==> src/rtl/core/b2s_pkg.sv <==
// ----------------------------------------------------------------------------
// b2s_pkg: shared types and constants for the BLAKE2s hash engine
// Holds the IV, sigma schedule, sequencer state type and register indexes.
// ----------------------------------------------------------------------------
package b2s_pkg;

   localparam int CSR_DATA_W = 64;
   localparam int CSR_ADDR_W = 3;

   localparam logic [CSR_ADDR_W-1:0] CSR_DIGEST_LEN = 3'd0;
   localparam logic [CSR_ADDR_W-1:0] CSR_KEY_LEN    = 3'd1;
   localparam logic [CSR_ADDR_W-1:0] CSR_KEY_WORD0  = 3'd2;
   localparam logic [CSR_ADDR_W-1:0] CSR_KEY_WORD1  = 3'd3;
   localparam logic [CSR_ADDR_W-1:0] CSR_KEY_WORD2  = 3'd4;
   localparam logic [CSR_ADDR_W-1:0] CSR_KEY_WORD3  = 3'd5;

   localparam logic [31:0] PARAM_BASE = 32'h0101_0000;

   typedef enum logic [2:0] {
      ST_IDLE,
      ST_LOAD,
      ST_MIX,
      ST_FOLD,
      ST_EMIT
   } state_type;

   function automatic logic [31:0] iv_word(input logic [2:0] idx);
      logic [31:0] w;
      unique case (idx)
         3'd0: w = 32'h6A09E667;
         3'd1: w = 32'hBB67AE85;
         3'd2: w = 32'h3C6EF372;
         3'd3: w = 32'hA54FF53A;
         3'd4: w = 32'h510E527F;
         3'd5: w = 32'h9B05688C;
         3'd6: w = 32'h1F83D9AB;
         default: w = 32'h5BE0CD19;
      endcase
      return w;
   endfunction

   // message word index for round r, slot s (0..15)
   function automatic logic [3:0] sigma(input logic [3:0] r, input logic [3:0] s);
      logic [63:0] row;
      unique case (r)
         4'd0: row = 64'hFEDCBA9876543210;
         4'd1: row = 64'h357B20C16DF984AE;
         4'd2: row = 64'h491763EADF250C8B;
         4'd3: row = 64'h8F04A562EBCD1397;
         4'd4: row = 64'hD386CB1EFA427509;
         4'd5: row = 64'h91EF57D438B0A6C2;
         4'd6: row = 64'hB8293670A4DEF15C;
         4'd7: row = 64'hA2684F05931CE7BD;
         4'd8: row = 64'h5A417D2C803B9EF6;
         default: row = 64'h0DC3E9BF5167482A;
      endcase
      return row[{s, 2'b00} +: 4];
   endfunction

endpackage

==> src/rtl/core/blake2s_hash_engine.sv <==
// ----------------------------------------------------------------------------
// blake2s_hash_engine: streaming BLAKE2s (RFC 7693) with optional key
// One message byte per request; finish emits digest_len bytes (clamped to 1..32), last marked.
// ----------------------------------------------------------------------------
// An absorbed byte goes straight into the block buffer unless it overflows a
// full block; then, as with a finish request, the block is compressed by one
// shared G half-step unit: 80 G calls of 2 half steps each, after a load step
// and before 8 fold steps. A finish is then followed by a response for each
// of the digest_len bytes (one byte per accepted response).
// A keyed message compresses its key block at the first absorb or finish.
// req_stall is high while compressing or emitting. The block buffer is a
// register array of 16 words written at message start, on absorb and when a
// finish pads the tail.
module blake2s_hash_engine (
   input  logic                          clock,
   input  logic                          reset,
   input  logic                          req_valid,
   output logic                          req_stall,
   input  logic                          req_command,
   input  logic [7:0]                    req_data_byte,
   output logic                          rsp_valid,
   input  logic                          rsp_stall,
   output logic [7:0]                    rsp_digest_byte,
   output logic [4:0]                    rsp_byte_index,
   output logic                          rsp_last,
   input  logic                          csr_write,
   input  logic [b2s_pkg::CSR_ADDR_W-1:0] csr_index,
   input  logic [b2s_pkg::CSR_DATA_W-1:0] csr_data
);
   import b2s_pkg::*;

   // configuration
   logic [5:0]  digest_len_ff, key_len_ff;
   logic [63:0] key_ff [4];

   // hash state
   logic [31:0] h_ff [8];
   logic [31:0] v_ff [16];
   logic [31:0] m_ff [16];
   logic [63:0] count_ff;
   logic [6:0]  fill_ff;
   logic        fresh_ff;
   logic [5:0]  act_len_ff;
   state_type   state_ff, state_in;

   // sequencer
   logic [3:0]  round_ff;   // 0..9 while mixing
   logic [2:0]  gidx_ff;    // which G of the round
   logic        half_ff;    // first or second half of G
   logic [2:0]  fold_ff;
   logic        final_ff;   // compressing the last block
   logic        pend_ff;    // absorb byte waiting for a compression
   logic [7:0]  pend_byte_ff;
   logic [4:0]  out_ff;

   // clamped registers for message start
   logic [5:0] dl_c, kl_c;
   always_comb begin
      dl_c = (digest_len_ff == 6'd0) ? 6'd1 :
             (digest_len_ff > 6'd32) ? 6'd32 : digest_len_ff;
      kl_c = (key_len_ff > 6'd32) ? 6'd32 : key_len_ff;
   end

   wire req_acc = req_valid && !req_stall;
   wire rsp_acc = rsp_valid && !rsp_stall;

   // G column/diagonal lane indexes
   logic [3:0] ia, ib, ic, id;
   always_comb begin
      unique case (gidx_ff)
         3'd0: begin ia = 4'd0; ib = 4'd4; ic = 4'd8;  id = 4'd12; end
         3'd1: begin ia = 4'd1; ib = 4'd5; ic = 4'd9;  id = 4'd13; end
         3'd2: begin ia = 4'd2; ib = 4'd6; ic = 4'd10; id = 4'd14; end
         3'd3: begin ia = 4'd3; ib = 4'd7; ic = 4'd11; id = 4'd15; end
         3'd4: begin ia = 4'd0; ib = 4'd5; ic = 4'd10; id = 4'd15; end
         3'd5: begin ia = 4'd1; ib = 4'd6; ic = 4'd11; id = 4'd12; end
         3'd6: begin ia = 4'd2; ib = 4'd7; ic = 4'd8;  id = 4'd13; end
         default: begin ia = 4'd3; ib = 4'd4; ic = 4'd9; id = 4'd14; end
      endcase
   end

   // shared half-G unit: a+b+x, rotate d, c+d, rotate b
   logic [31:0] ga, gb, gc, gd, gx, t1, t2;
   logic [3:0]  slot;
   always_comb begin
      slot = {gidx_ff, half_ff};
      gx = m_ff[sigma(round_ff, slot)];
      ga = v_ff[ia] + v_ff[ib] + gx;
      t1 = v_ff[id] ^ ga;
      gd = half_ff ? {t1[7:0], t1[31:8]} : {t1[15:0], t1[31:16]};
      gc = v_ff[ic] + gd;
      t2 = v_ff[ib] ^ gc;
      gb = half_ff ? {t2[6:0], t2[31:7]} : {t2[11:0], t2[31:12]};
   end

   // word w of the zero-padded key block
   function automatic logic [31:0] key_block_word(input logic [3:0] w,
                                                  input logic [5:0] kl,
                                                  input logic [63:0] k0,
                                                  input logic [63:0] k1,
                                                  input logic [63:0] k2,
                                                  input logic [63:0] k3);
      logic [255:0] kv;
      logic [31:0]  r;
      logic [5:0]   bi;
      kv = {k3, k2, k1, k0};
      r  = 32'd0;
      for (int j = 0; j < 4; j++) begin
         bi = {1'b0, w[2:0], 2'(j)};
         if (w[3] == 1'b0 && bi < kl) r[8*j +: 8] = kv[8*bi +: 8];
      end
      return r;
   endfunction

   always_comb begin
      state_in  = state_ff;
      req_stall = 1'b1;
      unique case (state_ff)
         ST_IDLE: begin
            req_stall = 1'b0;
            if (req_acc) begin
               if (req_command) state_in = ST_LOAD;
               else if (fresh_ff ? (kl_c != 6'd0) : (fill_ff == 7'd64))
                  state_in = ST_LOAD;
            end
         end
         ST_LOAD: state_in = ST_MIX;
         ST_MIX:
            if (round_ff == 4'd9 && gidx_ff == 3'd7 && half_ff) state_in = ST_FOLD;
         ST_FOLD:
            if (fold_ff == 3'd7) state_in = final_ff ? ST_EMIT : ST_IDLE;
         ST_EMIT:
            if (rsp_acc && out_ff == 5'(act_len_ff - 6'd1)) state_in = ST_IDLE;
         default: state_in = ST_IDLE;
      endcase
   end

   always_ff @(posedge clock) begin
      if (reset) state_ff <= ST_IDLE;
      else       state_ff <= state_in;
   end

   always_ff @(posedge clock) begin
      if (reset) begin
         digest_len_ff <= 6'd32;
         key_len_ff    <= 6'd0;
         for (int i = 0; i < 4; i++) key_ff[i] <= '0;
      end else if (csr_write) begin
         unique case (csr_index)
            CSR_DIGEST_LEN: digest_len_ff <= csr_data[5:0];
            CSR_KEY_LEN:    key_len_ff    <= csr_data[5:0];
            CSR_KEY_WORD0:  key_ff[0]     <= csr_data;
            CSR_KEY_WORD1:  key_ff[1]     <= csr_data;
            CSR_KEY_WORD2:  key_ff[2]     <= csr_data;
            CSR_KEY_WORD3:  key_ff[3]     <= csr_data;
            default: ;
         endcase
      end
   end

   // write position of an absorbed byte; a keyed start sees a full block
   logic [6:0] wpos;
   assign wpos = fresh_ff ? ((kl_c != 6'd0) ? 7'd64 : 7'd0) : fill_ff;

   always_ff @(posedge clock) begin
      if (reset) begin
         fresh_ff   <= 1'b1;
         fill_ff    <= 7'd0;
         count_ff   <= '0;
         act_len_ff <= 6'd32;
         pend_ff    <= 1'b0;
         final_ff   <= 1'b0;
         out_ff     <= '0;
         round_ff   <= '0;
         gidx_ff    <= '0;
         half_ff    <= 1'b0;
         fold_ff    <= '0;
      end else begin
         unique case (state_ff)
            ST_IDLE: if (req_acc) begin
               if (fresh_ff) begin
                  for (int i = 0; i < 8; i++)
                     h_ff[i] <= iv_word(3'(i)) ^ ((i == 0) ?
                                (PARAM_BASE ^ {18'd0, kl_c, 8'd0} ^ {26'd0, dl_c}) :
                                32'd0);
                  for (int i = 0; i < 16; i++)
                     m_ff[i] <= key_block_word(4'(i), kl_c, key_ff[0], key_ff[1],
                                               key_ff[2], key_ff[3]);
                  act_len_ff <= dl_c;
                  count_ff   <= '0;
                  fresh_ff   <= 1'b0;
               end
               final_ff <= req_command;
               if (req_command) begin
                  // pad the tail of the block with zeros
                  for (int i = 0; i < 64; i++)
                     if (7'(i) >= wpos && !fresh_ff)
                        m_ff[i/4][8*(i%4) +: 8] <= 8'd0;
                  count_ff <= (fresh_ff ? 64'd0 : count_ff) + {57'd0, wpos};
                  fill_ff  <= 7'd64;
               end else if (wpos == 7'd64) begin
                  pend_ff      <= 1'b1;
                  pend_byte_ff <= req_data_byte;
                  count_ff     <= (fresh_ff ? 64'd0 : count_ff) + 64'd64;
               end else begin
                  m_ff[wpos[5:2]][8*wpos[1:0] +: 8] <= req_data_byte;
                  fill_ff <= wpos + 7'd1;
               end
            end
            ST_LOAD: begin
               for (int i = 0; i < 8; i++) begin
                  v_ff[i]   <= h_ff[i];
                  v_ff[i+8] <= iv_word(3'(i));
               end
               v_ff[12] <= iv_word(3'd4) ^ count_ff[31:0];
               v_ff[13] <= iv_word(3'd5) ^ count_ff[63:32];
               if (final_ff) v_ff[14] <= ~iv_word(3'd6);
               round_ff <= '0; gidx_ff <= '0; half_ff <= 1'b0;
            end
            ST_MIX: begin
               v_ff[ia] <= ga; v_ff[ib] <= gb; v_ff[ic] <= gc; v_ff[id] <= gd;
               half_ff <= !half_ff;
               if (half_ff) begin
                  gidx_ff <= gidx_ff + 3'd1;
                  if (gidx_ff == 3'd7) round_ff <= round_ff + 4'd1;
               end
               fold_ff <= '0;
            end
            ST_FOLD: begin
               h_ff[fold_ff] <= h_ff[fold_ff] ^ v_ff[fold_ff] ^ v_ff[{1'b1, fold_ff}];
               fold_ff <= fold_ff + 3'd1;
               if (fold_ff == 3'd7) begin
                  out_ff <= '0;
                  if (pend_ff) begin
                     // block was compressed; the waiting byte opens the next one
                     pend_ff <= 1'b0;
                     m_ff[0][7:0] <= pend_byte_ff;
                     fill_ff <= 7'd1;
                  end
               end
            end
            ST_EMIT: if (rsp_acc) begin
               out_ff <= out_ff + 5'd1;
               if (out_ff == 5'(act_len_ff - 6'd1)) begin
                  fresh_ff <= 1'b1;
                  fill_ff  <= 7'd0;
               end
            end
            default: ;
         endcase
      end
   end

   // responses come straight from the chain value, held while EMIT waits
   assign rsp_valid       = (state_ff == ST_EMIT);
   assign rsp_digest_byte = h_ff[out_ff[4:2]][8*out_ff[1:0] +: 8];
   assign rsp_byte_index  = out_ff;
   assign rsp_last        = (out_ff == 5'(act_len_ff - 6'd1));

   a_no_req_busy: assert property (@(posedge clock) disable iff (reset)
      (state_ff != ST_IDLE) |-> req_stall)
      else $error("request taken while busy");
   a_emit_after_fold: assert property (@(posedge clock) disable iff (reset)
      $rose(rsp_valid) |-> $past(state_ff) == ST_FOLD)
      else $error("response without a final compression");
   a_last_once: assert property (@(posedge clock) disable iff (reset)
      (rsp_acc && rsp_last) |=> !rsp_valid)
      else $error("response after last byte");
   a_fill_range: assert property (@(posedge clock) disable iff (reset)
      fill_ff <= 7'd64)
      else $error("fill count out of range");

endmodule
==> config.mk <==
export PLATFORM = sky130hd
export DESIGN_NAME = blake2s_hash_engine
export DESIGN_NICKNAME = d
export VERILOG_FILES = /design/src/rtl/core/b2s_pkg.sv /design/src/rtl/core/blake2s_hash_engine.sv
export SDC_FILE = /design/constraint.sdc
export NUM_CORES = 2
export LEC_CHECK = 0
export BUFFER_PORTS_ARGS = -buffer_cell sky130_fd_sc_hd__buf_4
export CAP_MARGIN = 20
export CORE_ASPECT_RATIO = 0.8
export CORE_MARGIN = 8
export CORE_UTILIZATION = 45
export DETAILED_ROUTE_END_ITERATION = 16
export PLACE_DENSITY = 0.7
export SLEW_MARGIN = 20
export SYNTH_ARGS = -nofsm -noshare
export SYNTH_HDL_FRONTEND = slang
export SYNTH_SLANG_ARGS = --single-unit
==> constraint.sdc <==
create_clock -name clock -period 9.25 [get_ports clock]
set_input_delay 2.3125 -clock clock [delete_from_list [all_inputs] [get_ports clock]]
set_output_delay 2.3125 -clock clock [all_outputs]
set_load 0.02 [all_outputs]
### Yosys cells after proc, flatten, opt, wreduce, memory -nomap -nowiden

Memory sizes are Yosys's and may differ from the RTL's. A register that Yosys moved wholly into a read port is not among the register bits.
Index checks and enable logic that the tools add are counted.

| cells by class | value |
|---|---|
| reduce and logical (&&, ||, !) cells | 112 |
| equal/unequal tests | 34 |
| shift operators | 4 |
| order comparisons | 98 |
| bitwise gates (word level) | 82 |
| add/subtract/negate cells | 12 |
| muxes and demuxes | 787 |

Operators by type and width:

| operator | count |
|---|---|
| 32-bit two-way mux | 59 |
| 8-bit two-way mux | 225 |
| 64-bit two-way mux | 7 |
| 1-bit two-way mux | 444 |
| 6-bit by 7-bit >= comparator with 1-bit output, first input constant | 32 |
| 32-bit OR reduction | 5 |
| 32-bit XOR | 5 |
| 5-bit by 7-bit >= comparator with 1-bit output, first input constant | 16 |
| 32-bit adder | 3 |
| 5-bit by 6-bit < comparator with 1-bit output, first input constant | 16 |
| 1-bit OR | 72 |
| 1-bit logical AND | 69 |
| 64-bit by 7-bit adder with 64-bit output | 1 |
| 64-bit by 7-bit adder with 64-bit output, second input constant | 1 |
| 64-bit by 7-bit indexed part select with 4-bit output | 1 |
| 7-bit two-way mux | 9 |
| 4-bit by 7-bit >= comparator with 1-bit output, first input constant | 8 |
| 4-bit by 6-bit < comparator with 1-bit output, first input constant | 8 |
| 3-bit two-way mux | 15 |
| 4-bit two-way mux | 10 |
| 5-bit negator with 34-bit output | 1 |
| 8-bit by 34-bit variable shift with 32-bit output, first input constant | 1 |
| 8-bit by 34-bit indexed part select with 32-bit output | 1 |
| 32-bit by 6-bit indexed part select with 8-bit output | 1 |
| other kinds (47) | 119 |

| word-level totals | value |
|---|---|
| output and inout port bits | 16 |
| ROM bits | 1,024 |
| memory bits (writable) | 1,536 |
| logic and storage cells | 1,149 |
| memories | 5 |
| flip-flop bits (word level) | 118 |

Memories:

| memory | depth | width | rd ports | clocked after memory_dff | wr ports | line | RTL |
|---|---|---|---|---|---|---|---|
| (no name shown) | 16 | 64 | 1 | 1 | 0 | b2s_pkg.sv:45 | `unique case (r)` |
| m_ff | 16 | 32 | 1 | 0 | 17 | blake2s_hash_engine.sv:39 | `logic [31:0] m_ff [16];` |
| v_ff | 16 | 32 | 6 | 2 | 16 | blake2s_hash_engine.sv:38 | `logic [31:0] v_ff [16];` |
| h_ff | 8 | 32 | 10 | 2 | 8 | blake2s_hash_engine.sv:37 | `logic [31:0] h_ff [8];` |
| key_ff | 4 | 64 | 4 | 0 | 4 | blake2s_hash_engine.sv:34 | `logic [63:0] key_ff [4];` |

### Depth between registers and ports, before layout

| logic depth | value |
|---|---|
| depth after elaboration | 15 |
| gate-level depth with buffers | 45 |

### Least setup slack after synthesis

Ideal clock, no wire load.

| timing path | value |
|---|---|
| path kind | reg-to-reg |
| from | reg half_ff |
| to | mem v_ff[4][22], data pin |
| setup time | 0.256 ns |
| data required time | 8.994 ns |
| slack | -0.060 ns |
| clock period less this slack | 9.310 ns |
| stages on the path, launching flop included | 43 |
| arrival time | 9.053 ns |
| cell sequence | dfxtp_1 -> buf_2 -> clkbuf_1 -> mux4_2 -> clkbuf_1 -> clkbuf_1 -> clkbuf_1 -> buf_1 -> mux2i_1 -> a211oi_1 -> a21oi_1 -> a21o_1 -> fa_1 -> inv_1 -> ha_1 -> inv_1 -> fa_1 -> nor2b_1 -> [... 7 more ...] -> inv_1 -> ha_1 -> a21o_1 -> a21oi_1 -> nor2b_1 -> o21a_1 -> o21ai_0 -> a21oi_1 -> nand2_1 -> a21oi_1 -> a211oi_1 -> o31ai_2 -> a21oi_4 -> o21ai_2 -> and3b_1 -> nor3_4 -> mux2_4 -> a22o_1 |

RTL lines:

| element | line | RTL |
|---|---|---|
| start: declaration | blake2s_hash_engine.sv:49 | `logic half_ff;` |
| start signal: assignment | blake2s_hash_engine.sv:222 | `half_ff <= !half_ff;` |
| end: declaration | blake2s_hash_engine.sv:38 |  |

==> impl_metrics.toml <==
[detailed_routing]
drt-total-wl_um = 359000
vias_per_cell = 6.50
drtIter0Drc = 12900
ant_nets = 0
num_vias = 76500
drcViolationCount = 0
firstDrtPassIters = 10
wl_per_cell_um = 30.6

[timing]
post-route-min-period_ns = 9.25
setup_tns_ns = -0.00298
setup_viol = 1
slew_headroom_pct = 11.0
fin_skew_ns = 0.0631
final.setup.worst_slack_ns = -0.00298
drv_slew = 0
post-route-period-util_pct = 100
max_freq_mhz = 108
worstMarginPinSlew_ns = 1.33
final_hold_viol_count = 0
rsz0062_at_grt = "yes"

[yosys]
synth_edf_count = 1544
synthCells = 8430
synth_simple_gate_area_share_pct = 15.1
synth_top_area_share_pct = 50.3
ys_types = 103
synth_top_cell_by_area = "edfxtp_1"
yosys.area_share.adder_pct = 2.02
ys_seq_area_share_pct = 54.1
ys.flop_type = "edfxtp_1"
ys_seq_elements = 1723
synth_xor_area_share_pct = 3.08
synth_compound_area_share_pct = 11.7
ys_async_sr_fraction_pct = 0
synth_top_family_by_area = "simple AND/OR/NAND/NOR gates"
synth.avg_cell_area_um2 = 10.9
synth_mux_area_share_pct = 10.6
yosysWarningCount = 0
netlist_area_mm2 = 0.0922
ys_top_cells_by_area = "edfxtp_1 (50%), mux4_2 (7.4%), nand2_1 (5.2%)"
syn_nets = 8638

[setup_path]
reg2reg_from = "gidx_ff[0]"
arrival_ns = 9.81
path_max_fanout = 8
rr_endpoint = "v_ff[7][12]"
cpMostUsedCell = "buf_4"
worstSetupEndpointType = "register"
path_class = "reg2reg"
max_stage_delay_ns = 0.73
reg2reg_slack_ns = -0.003
cp-start-kind = "register"
r2r_cells = 44
cp_data_required_time_ns = 9.81
worst_path_max_delay_cell = "mux4_4"
critPathLaunch = "gidx_ff[0]"

[clock_network]
clkTransAtPathRegs_ns = 0.06
h-tree-depth = 4
cts_tree = "yes"
cts_buffer_depth = 3
cts_buffers = 176
clkLatencyLatePin_ns = 0.87
numClockSinks = 1723
postCtsHoldBufs = 0
root_buffer = "clkbuf_16"

[final_layout]
fin_area_mm2 = 0.108
drive_gt1_share_pct = 20.3
area_delta_synth_final_pct = 17.3
fillCellCount = 17300
layout_common_cells = "edfxtp_1 (1544), nand2_1 (1255), nor2_1 (829)"
nets = 9112
final_common_cell = "edfxtp_1"

[hold_path]
min_path_cells = 2
min_to = "pend_ff"
hp-class = "reg2reg"
hold_start = "pend_ff"

[floorplanning]
design.core.area_mm2 = 0.204
die_area_mm2 = 0.220
die_x_um = 522
die_y_um = 421
row_count = 148
io_pins = 97
start_util_pct = 45.3

[grt]
grt_pass1_vias = 72200
grt_pass1_wl_um = 506000
antenna_found_initial = 14
grt_overflow_total = 0
grt_usage_pct = 31.2
grt_max_degree = 104

[outcome]
violations = "setup timing"
status = "complete, but fails checks"

[placed_design]
placed_cell_area_mm2 = 0.100
io_buffers = 96
dp_hpwl_um = 255000
gp_congestion = 1.05

[flow_run]
cap_violations = 0
==> synthesized netlist by cell type, types with 154 or more instances <==
| master | instances |
|---|---|
| nor2b_1 | 154 |
| dfxtp_1 | 179 |
| nor2_1 | 847 |
| o22ai_1 | 164 |
| a211oi_1 | 232 |
| a21oi_1 | 383 |
| inv_1 | 230 |
| and2_1 | 291 |
| clkbuf_1 | 468 |
| o21ai_0 | 560 |
| mux4_2 | 302 |
| nand2_1 | 1278 |
| edfxtp_1 | 1544 |
| xnor2_1 | 193 |
| nand3_1 | 164 |
| mux2i_1 | 246 |
==> what timing repair did <==
item,CTS,global route
setup buffers,14,41
setup endpoints to repair,158,152
endpoints found under the hold margin,0,0
cloned,0,8
gates resized for setup,61,292
pin swaps,19,137
==> layer usage <==
layer / GRT usage [%] / wire, um / vias up
met4: 15.8 / 22400 / 8
met2: 43.1 / 145000 / 6215
li1: - / - / 31700
met1: 42.3 / 133000 / 37500
met5: 0 / 50 / -
met3: 12.2 / 59400 / 1076
==> worst max-delay path: cells and delay by family, from the launching register on <==
| kind | cells | cell delay, ns |
|---|---|---|
| mux | 4 | 1.77 |
| compound gates | 17 | 2.65 |
| simple gates | 3 | 0.41 |
| flops | 1 | 0.40 |
| buf+inv | 13 | 1.88 |
| fa+ha+maj | 4 | 1.25 |
| xor+xnor | 3 | 0.54 |
==> metrics by stage <==
stage,setup WS (ns),hold slack (ns),utilization (%),cells
after global placement,-0.647,0.470,49.2,11400
after floorplan,0.00845,0.451,-,8430
final,-0.00298,0.485,53.2,11800
after detailed placement,-0.846,0.476,49.2,11400
after CTS,-0.0910,0.492,52.2,11700
after global routing,-0.165,0.521,53.2,11800
==> cell families (layout without fill, tap and decap cells) <==
| kind of cell | count (synthesis) | after routing |
|---|---|---|
| buffers and inverters | 809 | 1430 |
| AOI/OAI and AO/OA | 1761 | 1761 |
| xor gates and xnor gates | 315 | 315 |
| muxes | 592 | 592 |
| other | 0 | 10 |
| adders and majority gates | 129 | 129 |
| and+or+nand+nor | 3101 | 3101 |
| DFF | 1723 | 1723 |
==> sequential cells by signal (all words and copies together), names as in the netlist, 5 cells and up, named ones only <==
| signal | count |
|---|---|
| act_len_ff | 5 |
| count_ff | 64 |
| digest_len_ff | 6 |
| fill_ff | 7 |
| h_ff | 256 |
| key_ff | 256 |
| key_len_ff | 6 |
| m_ff | 512 |
| pend_byte_ff | 8 |
| rsp_byte_index | 5 |
| v_ff | 512 |
==> area by class of cell <==
class,count,area [um^2],share of cell area (%)
antenna,10,25.0,0.0231
clock buffer,223,4660,4.31
sequential,1723,50000,46.2
clock inverter,102,1010,0.929
multi-input combinational,5898,41100,37.9
tap,2700,3380,3.12
timing repair buffer,870,7240,6.69
inverter,235,882,0.815
==> how the worst max path moves through the flow <==
stage | to | slack (ns) | cells past startpoint
2_1_floorplan | v_ff[4][22] | 0.008 | 42
3_3_place_gp | v_ff[7][12] | -0.65 | 40
3_5_place_dp | v_ff[7][12] | -0.85 | 40
4_1_cts | v_ff[7][0] | -0.09 | 43
5_1_grt | v_ff[5][23] | -0.16 | 47
6_report | v_ff[7][12] | -0.003 | 44
Power is left out: the tool's default activity adds up to more than one toggle a clock period on the data nets, which glitch-free logic cannot reach.
